`src/hw/rtl/msip_pkg.sv`:
```
// shared types and constants of the motion sleep interval policy
`default_nettype none
package msip_pkg;

	// register map, one 64-bit register every 8 bytes
	localparam int unsigned ADDR_W   = 6;
	localparam int unsigned DATA_W   = 64;
	localparam int unsigned REG_IDX_W = 3;

	typedef enum logic [REG_IDX_W-1:0] {
		REG_STOP_THRESHOLD = 3'd0,
		REG_PAUSE_SECONDS  = 3'd1,
		REG_MIN_SPEED      = 3'd2,
		REG_GAP_LIMIT      = 3'd3,
		REG_ENTRY_A        = 3'd4,
		REG_ENTRY_B        = 3'd5,
		REG_ENTRY_C        = 3'd6,
		REG_ENTRY_D        = 3'd7
	} reg_idx_t;

	// reset values of the configuration registers and of the slow-fix count
	localparam logic [7:0]  RST_STOP_THRESHOLD = 8'd5;
	localparam logic [15:0] RST_PAUSE_SECONDS  = 16'd300;
	localparam logic [7:0]  RST_MIN_SPEED      = 8'd5;
	localparam logic [15:0] RST_GAP_LIMIT      = 16'd3000;
	localparam logic [7:0]  RST_SLOW_COUNT     = 8'd4;

	// widths of the stream items
	localparam int unsigned IN_TDATA_W  = 40;
	localparam int unsigned OUT_TDATA_W = 32;

	// motion state codes reported with each result
	typedef enum logic [2:0] {
		ST_MOVING     = 3'd0,
		ST_PAUSED     = 3'd1,
		ST_ABOUT_STOP = 3'd2,
		ST_STOPPED    = 3'd3,
		ST_STATIC     = 3'd4
	} motion_state_t;

	// one timing table entry, packed as in its register
	typedef struct packed {
		logic        valid;
		logic [7:0]  speed;
		logic [10:0] tmin;
		logic [10:0] tmax;
		logic [15:0] seconds;
	} entry_t;

	// scalar policy settings
	typedef struct packed {
		logic [7:0]  stop_threshold;
		logic [15:0] pause_seconds;
		logic [7:0]  min_moving_speed;
		logic [15:0] gap_limit_m;
	} policy_cfg_t;

endpackage
`default_nettype wire

```
`src/hw/rtl/motion_sleep_interval_policy.sv`:
```
// top level: fix stream in, sleep interval stream out, apb configuration
//
// Usage:
//   s_axis carries one position fix per item (speed, minute of day, gap
//   distance in tdata, time-valid flag in tuser). m_axis returns one result
//   per fix (sleep interval, motion state, slow-fix count in tdata, table hit
//   flag in tuser), in the same order.
//   An accepted fix lands in an input register; the table compare and
//   slow-fix counter update then run, and the result register loads when
//   it is empty or its result is being taken. Throughput is one fix per
//   cycle while m_axis_tready stays high: the slow-fix counter is updated
//   in the same cycle that its result register loads, so consecutive fixes
//   chain without bubbles. When the receiver holds m_axis_tready low, the
//   result stays in place and the input register still takes one more fix;
//   s_axis_tready falls only when both are full. Reset clears both stages,
//   loads the register reset values and sets the slow-fix count to four.
//   Configuration is written through the apb port (64-bit registers at
//   8-byte steps); the user must write it only while no fix is in flight,
//   which the block itself does not enforce.
`default_nettype none
module motion_sleep_interval_policy #(
	parameter int unsigned TIMING_ENTRIES = 4
) (
	input  wire logic                                clk,
	input  wire logic                                arst_n,
	// fix items
	input  wire logic                                s_axis_tvalid,
	output logic                                     s_axis_tready,
	// [7:0] speed_kmh, [18:8] minute_of_day, [34:19] gap_distance_m, rest zero
	input  wire logic [msip_pkg::IN_TDATA_W-1:0]     s_axis_tdata,
	// [0] time_valid
	input  wire logic                                s_axis_tuser,
	// result items
	output logic                                     m_axis_tvalid,
	input  wire logic                                m_axis_tready,
	// [15:0] sleep_seconds, [18:16] motion_state, [26:19] stop_count, rest zero
	output logic      [msip_pkg::OUT_TDATA_W-1:0]    m_axis_tdata,
	// [0] table_hit
	output logic                                     m_axis_tuser,
	// configuration
	input  wire logic                                psel,
	input  wire logic                                penable,
	input  wire logic                                pwrite,
	input  wire logic [msip_pkg::ADDR_W-1:0]         paddr,
	input  wire logic [msip_pkg::DATA_W-1:0]         pwdata,
	output logic      [msip_pkg::DATA_W-1:0]         prdata,
	output logic                                     pready
);

	msip_pkg::policy_cfg_t                 cfg;
	msip_pkg::entry_t [TIMING_ENTRIES-1:0] entries;

	logic        valid_s1;
	logic [7:0]  speed_s1;
	logic        tvalid_s1;
	logic [10:0] minute_s1;
	logic [15:0] gap_s1;
	logic        advance;
	logic        in_take;

	logic [7:0]  count_q;
	logic        out_valid_q;
	logic [15:0] out_secs_q;
	msip_pkg::motion_state_t out_state_q;
	logic        out_hit_q;

	logic        hit;
	logic [15:0] table_secs;
	logic        slow;
	logic [8:0]  inc_cnt;
	logic [8:0]  thr_plus1;
	logic [8:0]  sat_cnt;
	logic [7:0]  count_next;
	logic [15:0] secs_next;
	msip_pkg::motion_state_t state_next;

	msip_cfg_regs #(
		.TIMING_ENTRIES(TIMING_ENTRIES)
	) u_regs (
		.clk    (clk),
		.arst_n (arst_n),
		.psel   (psel),
		.penable(penable),
		.pwrite (pwrite),
		.paddr  (paddr),
		.pwdata (pwdata),
		.prdata (prdata),
		.pready (pready),
		.cfg    (cfg),
		.entries(entries)
	);

	// handshake between the two stages
	assign advance       = valid_s1 && (!out_valid_q || m_axis_tready);
	assign s_axis_tready = !valid_s1 || advance;
	assign in_take       = s_axis_tvalid && s_axis_tready;

	// input register
	always_ff @(posedge clk or negedge arst_n) begin
		if (!arst_n) begin
			valid_s1 <= 1'b0;
		end else if (in_take) begin
			valid_s1 <= 1'b1;
		end else if (advance) begin
			valid_s1 <= 1'b0;
		end
	end

	always_ff @(posedge clk) begin
		if (in_take) begin
			speed_s1  <= s_axis_tdata[7:0];
			minute_s1 <= s_axis_tdata[18:8];
			gap_s1    <= s_axis_tdata[34:19];
			tvalid_s1 <= s_axis_tuser;
		end
	end

	msip_table_match #(
		.TIMING_ENTRIES(TIMING_ENTRIES)
	) u_match (
		.entries      (entries),
		.speed_kmh    (speed_s1),
		.time_valid   (tvalid_s1),
		.minute_of_day(minute_s1),
		.hit          (hit),
		.seconds      (table_secs)
	);

	// slow-fix count, saturating at threshold plus one
	assign slow      = speed_s1 < cfg.min_moving_speed;
	assign inc_cnt   = {1'b0, count_q} + 9'd1;
	assign thr_plus1 = {1'b0, cfg.stop_threshold} + 9'd1;
	assign sat_cnt   = (inc_cnt > thr_plus1) ? thr_plus1 : inc_cnt;

	always_comb begin
		if (!slow || (gap_s1 > cfg.gap_limit_m)) begin
			count_next = '0;
		end else if (sat_cnt[8]) begin
			count_next = 8'hFF;
		end else begin
			count_next = sat_cnt[7:0];
		end
	end

	// state and interval selection
	always_comb begin
		secs_next  = table_secs;
		state_next = msip_pkg::ST_MOVING;
		if (slow) begin
			if (count_next < cfg.stop_threshold) begin
				secs_next  = cfg.pause_seconds;
				state_next = (count_next == cfg.stop_threshold - 8'd1) ?
				             msip_pkg::ST_ABOUT_STOP : msip_pkg::ST_PAUSED;
			end else if (count_next == cfg.stop_threshold) begin
				state_next = msip_pkg::ST_STOPPED;
			end else begin
				state_next = msip_pkg::ST_STATIC;
			end
		end
	end

	// counter and result valid
	always_ff @(posedge clk or negedge arst_n) begin
		if (!arst_n) begin
			count_q     <= msip_pkg::RST_SLOW_COUNT;
			out_valid_q <= 1'b0;
		end else if (advance) begin
			count_q     <= count_next;
			out_valid_q <= 1'b1;
		end else if (m_axis_tready) begin
			out_valid_q <= 1'b0;
		end
	end

	// result register
	always_ff @(posedge clk) begin
		if (advance) begin
			out_secs_q  <= secs_next;
			out_state_q <= state_next;
			out_hit_q   <= hit;
		end
	end

	assign m_axis_tvalid = out_valid_q;
	assign m_axis_tdata  = {5'd0, count_q, out_state_q, out_secs_q};
	assign m_axis_tuser  = out_hit_q;

endmodule
`default_nettype wire

```
`src/hw/rtl/msip_cfg_regs.sv`:
```
// configuration register file behind the apb port
`default_nettype none
module msip_cfg_regs #(
	parameter int unsigned TIMING_ENTRIES = 4
) (
	input  wire logic                             clk,
	input  wire logic                             arst_n,
	input  wire logic                             psel,
	input  wire logic                             penable,
	input  wire logic                             pwrite,
	input  wire logic [msip_pkg::ADDR_W-1:0]      paddr,
	input  wire logic [msip_pkg::DATA_W-1:0]      pwdata,
	output logic      [msip_pkg::DATA_W-1:0]      prdata,
	output logic                                  pready,
	output msip_pkg::policy_cfg_t                 cfg,
	output msip_pkg::entry_t [TIMING_ENTRIES-1:0] entries
);

	logic                           wr_en;
	logic [msip_pkg::REG_IDX_W-1:0] idx;
	msip_pkg::policy_cfg_t          cfg_q;
	msip_pkg::entry_t [TIMING_ENTRIES-1:0] entry_q;

	assign pready = 1'b1;
	assign wr_en  = psel && penable && pwrite;
	assign idx    = paddr[msip_pkg::ADDR_W-1:msip_pkg::ADDR_W-msip_pkg::REG_IDX_W];

	// scalar registers
	always_ff @(posedge clk or negedge arst_n) begin
		if (!arst_n) begin
			cfg_q.stop_threshold   <= msip_pkg::RST_STOP_THRESHOLD;
			cfg_q.pause_seconds    <= msip_pkg::RST_PAUSE_SECONDS;
			cfg_q.min_moving_speed <= msip_pkg::RST_MIN_SPEED;
			cfg_q.gap_limit_m      <= msip_pkg::RST_GAP_LIMIT;
		end else if (wr_en) begin
			case (idx)
				msip_pkg::REG_STOP_THRESHOLD: cfg_q.stop_threshold   <= pwdata[7:0];
				msip_pkg::REG_PAUSE_SECONDS:  cfg_q.pause_seconds    <= pwdata[15:0];
				msip_pkg::REG_MIN_SPEED:      cfg_q.min_moving_speed <= pwdata[7:0];
				msip_pkg::REG_GAP_LIMIT:      cfg_q.gap_limit_m      <= pwdata[15:0];
				default: ;
			endcase
		end
	end

	// timing table registers, one per entry
	for (genvar g = 0; g < TIMING_ENTRIES; g++) begin : g_entry
		always_ff @(posedge clk or negedge arst_n) begin
			if (!arst_n) begin
				entry_q[g] <= '0;
			end else if (wr_en &&
			             idx == msip_pkg::REG_IDX_W'(msip_pkg::REG_ENTRY_A + g)) begin
				entry_q[g] <= pwdata[$bits(msip_pkg::entry_t)-1:0];
			end
		end
	end

	// read back
	always_comb begin
		prdata = '0;
		case (idx)
			msip_pkg::REG_STOP_THRESHOLD:
				prdata = msip_pkg::DATA_W'(cfg_q.stop_threshold);
			msip_pkg::REG_PAUSE_SECONDS:
				prdata = msip_pkg::DATA_W'(cfg_q.pause_seconds);
			msip_pkg::REG_MIN_SPEED:
				prdata = msip_pkg::DATA_W'(cfg_q.min_moving_speed);
			msip_pkg::REG_GAP_LIMIT:
				prdata = msip_pkg::DATA_W'(cfg_q.gap_limit_m);
			default: begin
				for (int i = 0; i < TIMING_ENTRIES; i++) begin
					if (idx == msip_pkg::REG_IDX_W'(msip_pkg::REG_ENTRY_A + i)) begin
						prdata = msip_pkg::DATA_W'(entry_q[i]);
					end
				end
			end
		endcase
	end

	assign cfg     = cfg_q;
	assign entries = entry_q;

endmodule
`default_nettype wire

```
`src/hw/rtl/msip_table_match.sv`:
```
// parallel compare of one fix against the timing table, highest entry wins
`default_nettype none
module msip_table_match #(
	parameter int unsigned TIMING_ENTRIES = 4
) (
	input  wire msip_pkg::entry_t [TIMING_ENTRIES-1:0] entries,
	input  wire logic [7:0]                       speed_kmh,
	input  wire logic                             time_valid,
	input  wire logic [10:0]                      minute_of_day,
	output logic                                  hit,
	output logic [15:0]                           seconds
);

	logic [TIMING_ENTRIES-1:0] match;

	// per entry match
	always_comb begin
		for (int i = 0; i < TIMING_ENTRIES; i++) begin
			match[i] = entries[i].valid && (speed_kmh >= entries[i].speed) &&
			           (!time_valid || ((minute_of_day >= entries[i].tmin) &&
			                            (minute_of_day <= entries[i].tmax)));
		end
	end

	// priority select, later entries override earlier ones
	always_comb begin
		hit     = 1'b0;
		seconds = '0;
		for (int i = 0; i < TIMING_ENTRIES; i++) begin
			if (match[i]) begin
				hit     = 1'b1;
				seconds = entries[i].seconds;
			end
		end
	end

endmodule
`default_nettype wire

```
`config.mk`:
```
export PLATFORM = sky130hd
export DESIGN_NAME = motion_sleep_interval_policy
export DESIGN_NICKNAME = d
export VERILOG_FILES = /design/src/hw/rtl/msip_pkg.sv /design/src/hw/rtl/motion_sleep_interval_policy.sv /design/src/hw/rtl/msip_cfg_regs.sv /design/src/hw/rtl/msip_table_match.sv
export SDC_FILE = /design/constraint.sdc
export NUM_CORES = 1
export LEC_CHECK = 0
export ABC_AREA = 1
export ABC_CLOCK_PERIOD_IN_PS = 6550
export BUFFER_PORTS_ARGS = -buffer_cell sky130_fd_sc_hd__buf_2
export CELL_PAD_IN_SITES_DETAIL_PLACEMENT = 1
export CELL_PAD_IN_SITES_GLOBAL_PLACEMENT = 1
export CORE_UTILIZATION = 47
export DETAILED_ROUTE_END_ITERATION = 8
export GPL_TIMING_DRIVEN = 1
export HOLD_SLACK_MARGIN = 0.06
export PLACE_DENSITY_LB_ADDON = 0.1
export SLEW_MARGIN = 15
export SYNTH_ARGS = -nofsm -noshare
export SYNTH_HDL_FRONTEND = slang
export SYNTH_SLANG_ARGS = --single-unit
```
`constraint.sdc`:
```
create_clock -name clk -period 6.55 [get_ports clk]
set_input_delay 0.3275 -clock clk [delete_from_list [all_inputs] [get_ports clk]]
set_output_delay 0.3275 -clock clk [all_outputs]
set_load 0.02 [all_outputs]
```
==> metrics.md, run 1 <==
| Metric | Value |
|---|---|
| Status | finished clean |
| Most frequent cells in the layout | nand2_1 (432), inv_1 (310), o21ai_0 (240), dfrtp_1 (230), buf_2 (168) |
| Die ar. | 38,500 sq um |
| IO Port Bufs | 169 |
| Post_cts resized | 0 |
| Post-synth EDFFs | 56 |
| DRC Markers | 0 |
| IO Pins | 218 |
| Unique masters post-synth | 44 |
| Crit share post-route | 71.1% |
| Highest net fanout along the worst path | 18 |
| Final TNS setup | 0 ps |
| Initial antenna violation count | 2 |
| Vias | 16,439 |
| DIE WIDTH | 196 um |
| VDD IR max | 0.285 mV |
| Aggregate global-route resource usage | 32.1% |
| Die Y-Extent | 196 um |
| Comb pwr share | 29.6% |
| Worst r2r src | u_regs.cfg[40]$_DFFE_PN1P_ |
| Most common cell after layout, fill and taps aside | nand2_1 |
| Drt wl/cell | 20.9 um |
| Synthesized area | 17,700 sq um |
| Average cell area after synthesis | 8.23 sq um |
| Int Pwr | 0.00419 W |
| Top FF cell, synth | dfrtp_1 |
| Post-CTS Hold Buffers | 76 |
| Final Net Count | 2,643 |
| Post-route ant nets | 0 |
| CTS sink count | 302 |
| Final setup fails | 0 |
| Final core occ | 56.7% |
| First-pass GRT wire length | 95.4 mm |
| Critical Path RT | 6860 ps |
| Reg2reg end | out_secs_q[3]$_DFFE_PP_ |
| Final hold viol count | 0 |
| Seq pwr share | 39.1% |
| Hold Startpoint | pwdata[1] |
| Post-CTS setup buffer count | 0 |
| CP Capture Type | register |
| Max Clk Rate | 0.215 GHz |
| Sw Ratio | 35.8% |
| Via density | 5.67 |
| Share of the synthesized area in the top cell type | 32.5% |
| Core ar. | 36,900 sq um |
| Drt first pass iters | 6 |
| Initial Utilization | 48.1% |
| Power Dens Cells | 312 nW/um^2 |
| Total of max-cap violations | 0 |
| CTS tree | built |
| CTS max path bufs | 3 |
| Post-synthesis async set-or-reset flop share | 81.5% |
| First DRT Iteration DRCs | 990 |
| WHS Endpoint | u_regs.cfg[41]$_DFFE_PN0P_ |
| Reg2reg path depth | 27 |
| WL final | 60.4 mm |
| Synthesized flop and latch total | 302 |
| Pin count of the biggest net entering global routing | 137 |
| R2r setup slk | 1890 ps |
| Hold Slack | 75.8 ps |
| Clk_skew | 17.6 ps |
| Worst slew pin tran | 1150 ps |
| Slew Viols, Final | 0 |
| Num CTS Buffers | 37 |
| Type of the worst min-delay path | in -> reg |
| Skew-Pair Late Insertion Delay | 560 ps |
| CTS root buf | clkbuf_16 |
| Leading area contributor after synthesis | dfrtp_1 |
| Critical path class | reg -> reg |
| Startpoint types | register |
| Rows | 70 |
| Number of global-route vias before repair | 17,484 |
| Area added between synthesis and finish | 17.9% |
| Filler cell count in the final layout | 4,440 |
| Worst-path clk slew | 60 ps |
| H-tree depth | 2 |
| Gpl congestion | 0.866 |
| Worst hold stages | 3 |
| Top post-synthesis cells by area | dfrtp_1 (32%), ha_1 (11%), edfxtp_1 (9.5%) |
| Final min period | 4660 ps |
| Clk pwr share | 31.3% |
| RSZ-0062 raised after global routing | false |
| CP arrival | 4960 ps |
| Max-slew headroom | 23.2% |
| Post-Syn Instances | 2,154 |
| Total grt overflow | 0 |
| Leak | 10.3 nW |
| Layout cells sized above 1 | 11.5% |
| Post-synthesis sequential area ratio | 44.3% |
| DP HPWL | 40.8 mm |
| P_sw | 0.00234 W |
| Yosys warning total | 0 |
[stage by stage]
step                      power, W  worst slack (ps)  area, sq um  std cells
after floorplan            0.00375              2430        17800       2175
after global placement     0.00431              2030        18900       2752
after detailed placement   0.00443              1900        18900       2752
after CTS                  0.00653              1860        20900       2895
after global routing       0.00690              1490        20900       2895
final                      0.00653              1890        20900       2897
[layout make-up]
class                      count  area (sq um)  area share (%)
antenna                        2          5.00          0.0239
sequential                   302          7860            37.6
clock buffer                  58          1090            5.20
multi-input combinational   1445          8290            39.7
tap                          504           631            3.02
inverter                     318          1190            5.71
clock inverter                 9           101           0.485
timing repair buffer         259          1730            8.30
[worst max path at each step]
stage                                          end                  startpoint  slack (ps)  cells past startpoint
after floorplan           out_secs_q[13]$_DFFE_PP_      count_q[0]$_DFFE_PN0P_        2430                     27
final                      out_secs_q[3]$_DFFE_PP_  u_regs.cfg[40]$_DFFE_PN1P_        1890                     27
after global routing       out_secs_q[3]$_DFFE_PP_  u_regs.cfg[40]$_DFFE_PN1P_        1490                     27
after detailed placement   out_secs_q[3]$_DFFE_PP_  u_regs.cfg[40]$_DFFE_PN1P_        1900                     27
after CTS                  out_secs_q[3]$_DFFE_PP_  u_regs.cfg[40]$_DFFE_PN1P_        1860                     27
after global placement     out_secs_q[3]$_DFFE_PP_  u_regs.cfg[40]$_DFFE_PN1P_        2030                     27
[per-layer routing]
layer,track usage (%),wire length [um]
met5,0,0
met4,11.2,1700
met3,5.12,3850
met2,52.3,28200
met1,43.3,26600
[state kept, by name (all words and copies together) (netlist names)]
register	flops
out_secs_q	16
m_axis_tvalid	1
u_regs.cfg	48
valid_s1	1
out_state_q	3
speed_s1	8
u_regs.entries	188
tvalid_s1	1
m_axis_tuser	1
gap_s1	16
minute_s1	11
count_q	8
[worst max-delay path: stages, from the launching register on]
cell	delay, ps
dfstp_2	560
ha_1	170
nand2_1	110
nor2_4	130
nand3_2	120
xor2_1	220
inv_1	80
ha_1	300
nand2_1	80
inv_1	40
nand2_1	90
nor2_1	60
o21ai_1	100
nand2_1	130
nand2_1	330
inv_1	170
nand2_1	90
nand3_1	90
nand2_1	110
inv_1	50
ha_1	310
nand2_1	90
nor2_1	280
nand2_4	210
nand3_4	220
nand2_1	100
nand2_1	120
inv_1	60
[synthesized netlist by cell type (3+ instances only)]
library cell,count
nor3_1,11
buf_2,4
ha_1,162
a221oi_1,8
xor2_1,18
clkinv_1,5
o2111ai_1,6
dfrtp_1,230
inv_1,311
buf_1,8
nand3b_1,3
o22ai_1,50
a22oi_1,8
nand2_1,437
a211oi_1,32
clkbuf_1,74
o21ai_0,240
edfxtp_1,56
o211ai_1,28
buf_4,23
a21oi_1,155
nand2_2,3
nor2_1,116
o21a_1,6
nand3_1,78
nand4_1,43
dfstp_2,16
[power groups by stage]
stage / logic (W) / clock network [W] / registers, W
after global placement: 0.00176 / 0 / 0.00256
after detailed placement: 0.00186 / 0 / 0.00258
after global routing: 0.00217 / 0.00213 / 0.00260
final: 0.00193 / 0.00204 / 0.00255
after floorplan: 0.00122 / 0 / 0.00254
after CTS: 0.00192 / 0.00207 / 0.00255
[cells by family (layout without fill, tap and decap cells)]
kind of cell	Yosys count	after routing	share of synthesized area (%)
adder cells (fa/ha/maj)	162	162	11.4
AO/OA/AOI/OAI	539	539	17.0
multiplexers	2	2	0.127
XOR/XNOR	19	19	0.939
flip-flops	302	302	44.3
buffers and inverters	428	644	9.62
AND/OR/NAND/NOR	700	700	16.5
other	2	25	0.0424
No activity file was read; power rests on OpenSTA's default activity.
==> inputs of run 2 (changes only) <==
ABC_CLOCK_PERIOD_IN_PS = 3800   (was 6550)
CORE_UTILIZATION = 40   (was 47)
clock period = 3.8 ns   (was 6.55 ns; I/O delays follow)
==> metrics.md, run 2 (synthesis gave the netlist of run 1 again) <==
| Metric | Value |
|---|---|
| Status | finished with violations |
| Violated checks | setup timing |
| IO Port Bufs | 169 (unchanged) |
| Worst r2r src | u_regs.cfg[40]$_DFFE_PN1P_ |
| Sw Ratio | 35.4% (-0.40 points) |
| IO Pins | 218 (unchanged) |
| Core ar. | 43,400 sq um (+18%) |
| Vias | 16,498 (+0.36%) |
| Number of global-route vias before repair | 17,525 (+0.23%) |
| Initial Utilization | 40.9% (-7.2 points) |
| VDD IR max | 0.269 mV (-5.7%) |
| Reg2reg path depth | 28 (+3.7%) |
| DP Cell Count | 2,904 (+5.5%) |
| Worst slew pin tran | 1090 ps (-64.9 ps) |
| Critical Path RT | 4100 ps (-2760 ps) |
| Final hold viol count | 0 (unchanged) |
| Power Dens Cells | 527 nW/um^2 (+69%) |
| Skew-Pair Late Insertion Delay | 550 ps (about the same) |
| Post-route ant nets | 0 (unchanged) |
| Aggregate global-route resource usage | 28.6% (-3.5 points) |
| Crit path from | u_regs.cfg[40]$_DFFE_PN1P_ |
| First-pass GRT wire length | 98.6 mm (+3.3%) |
| CP Capture Type | register |
| Rows | 76 (+8.6%) |
| DRC Markers | 0 (unchanged) |
| Seq pwr share | 37.2% (-1.9 points) |
| WL final | 63.0 mm (+4.3%) |
| Via density | 5.35 (-5.7%) |
| CTS root buf | clkbuf_16 |
| Startpoint types | register |
| Filler cell count in the final layout | 5,250 (+18%) |
| Max stage delay on crit path | 550 ps (about the same) |
| Clk_skew | 31.7 ps (+14.1 ps) |
| Initial antenna violation count | 2 (unchanged) |
| Crit share post-route | 106% (+35 points) |
| Num CTS Buffers | 37 (unchanged) |
| P_sw | 0.00418 W (+78%) |
| Layout cells sized above 1 | 17.5% (+5.9 points) |
| Leak | 10.9 nW (+5.9%) |
| Final worst setup slack | -228 ps (-2120 ps) |
| Int Pwr | 0.00761 W (+82%) |
| CTS max path bufs | 3 (unchanged) |
| Comb pwr share | 31.1% (+1.5 points) |
| Reg2reg end | out_secs_q[2]$_DFFE_PP_ |
| Slowest-stage cell, CP | dfstp_2 |
| Die ar. | 45,200 sq um (+17%) |
| Final min period | 4030 ps (-627 ps) |
| Final Non-Filler Cells | 3,083 (+6.4%) |
| Total grt overflow | 0 (unchanged) |
| Drt first pass iters | 5 (-1) |
| Critical path class | reg -> reg |
| Gpl congestion | 0.871 (+0.55%) |
| Drt wl/cell | 20.4 um (-2.0%) |
| Die Y-Extent | 213 um (+8.3%) |
| Max Clk Rate | 0.248 GHz (+16%) |
| Most common cell after layout, fill and taps aside | nand2_1 |
| Area added between synthesis and finish | 26.1% |
| Max-slew headroom | 27.4% (+4.2 points) |
| Clk pwr share | 31.7% (+0.4 points) |
| Worst-path clk slew | 60 ps (about the same) |
| Most frequent cells in the layout | nand2_1 (409), inv_1 (302), o21ai_0 (240), dfrtp_1 (228), buf_2 (168) |
| CP arrival | 4330 ps (-630 ps) |
| RSZ-0062 raised after global routing | true |
| DIE WIDTH | 213 um (+8.3%) |
| Slew Viols, Final | 0 (unchanged) |
| Placed inst area | 19,700 sq um (+4.0%) |
| H-tree depth | 2 (unchanged) |
| Final Cell Area | 22,300 sq um (+6.9%) |
| R2r setup slk | -230 ps (-2120 ps) |
| Final setup fails | 19 (+19) |
| CTS sink count | 302 (unchanged) |
| Highest net fanout along the worst path | 8 (-10) |
| Total of max-cap violations | 0 (unchanged) |
| Worst slack at placement | -248 ps (-2140 ps) |
| Type of the worst min-delay path | in -> async |
| Final Net Count | 2,749 (+4.0%) |
| First DRT Iteration DRCs | 909 (-8.2%) |
| DP HPWL | 44.4 mm (+8.7%) |
| Top cell by count, worst path | nand2_4 |
| Largest register FFs | 188 (unchanged) |
| Pin count of the biggest net entering global routing | 100 (-27%) |
| CTS tree | built |
## run 2: metal layers
| layer | vias to the layer above | track usage, % | part of all wire (%) |
|---|---|---|---|
| met5 | - | 0 | 0.017 |
| met4 | 2 | 10.2 | 2.9 |
| met3 | 109 | 3.57 | 4.6 |
| met2 | 405 | 47.8 | 48 |
| met1 | 8159 | 37.9 | 45 |
| li1 | 7823 | - | - |
## run 2: worst max-delay path by stage
stage	to	slack, ps	depth (start not counted)
2_1_floorplan	out_secs_q[13]$_DFFE_PP_	-30	27
3_3_place_gp	out_secs_q[11]$_DFFE_PP_	-110	29
3_5_place_dp	out_secs_q[4]$_DFFE_PP_	-250	27
4_1_cts	out_secs_q[1]$_DFFE_PP_	-110	28
5_1_grt	out_secs_q[2]$_DFFE_PP_	-470	26
6_report	out_secs_q[2]$_DFFE_PP_	-230	28
## run 2: power by group through the flow
| stage | Combinational, W | Sequential [W] | Clock, W |
|---|---|---|---|
| floorplan | 0.00211 | 0.00438 | 0 |
| global placement | 0.00329 | 0.00441 | 0 |
| detailed placement | 0.00341 | 0.00444 | 0 |
| CTS | 0.00360 | 0.00439 | 0.00382 |
| global route | 0.00412 | 0.00446 | 0.00391 |
| finish | 0.00366 | 0.00439 | 0.00373 |
## run 2: worst max-delay path, delay by kind of cell (launching register included)
kind            cells  cell delay [ps]
buf+inv             6              570
xor+xnor            1              180
fa+ha+maj           3              630
flops               1              550
simple gates       16             1480
compound gates      2              370
## run 2: repair_timing
action	4_1_cts	5_1_grt
setup endpoints to repair	19	19
cloned	2	0
hold endpoints to repair	350	0
gates resized for setup	41	29
setup buffers	22	3
pin swaps	21	22
hold buffers	88	0
## run 2: layout make-up
cell class | instances | area [sq um] | area share [%]
clock buffer | 49 | 1040 | 4.67
inverter | 318 | 1190 | 5.34
multi-input combinational | 1446 | 8610 | 38.5
tap | 585 | 732 | 3.28
sequential | 302 | 7860 | 35.2
timing repair buffer | 364 | 2680 | 12.0
antenna | 1 | 2.50 | 0.0112
clock inverter | 18 | 230 | 1.03
## run 2: through the flow
step                utilization (%)  hold slack (ps)  TNS (ps)  total power, W
floorplan                         -             -106      -229         0.00648
global placement               45.4              289     -1750         0.00769
detailed placement             45.4              305     -3850         0.00785
CTS                            51.3              305     -1320          0.0118
global route                   51.5              337     -7800          0.0125
finish                         51.5              260     -3000          0.0118
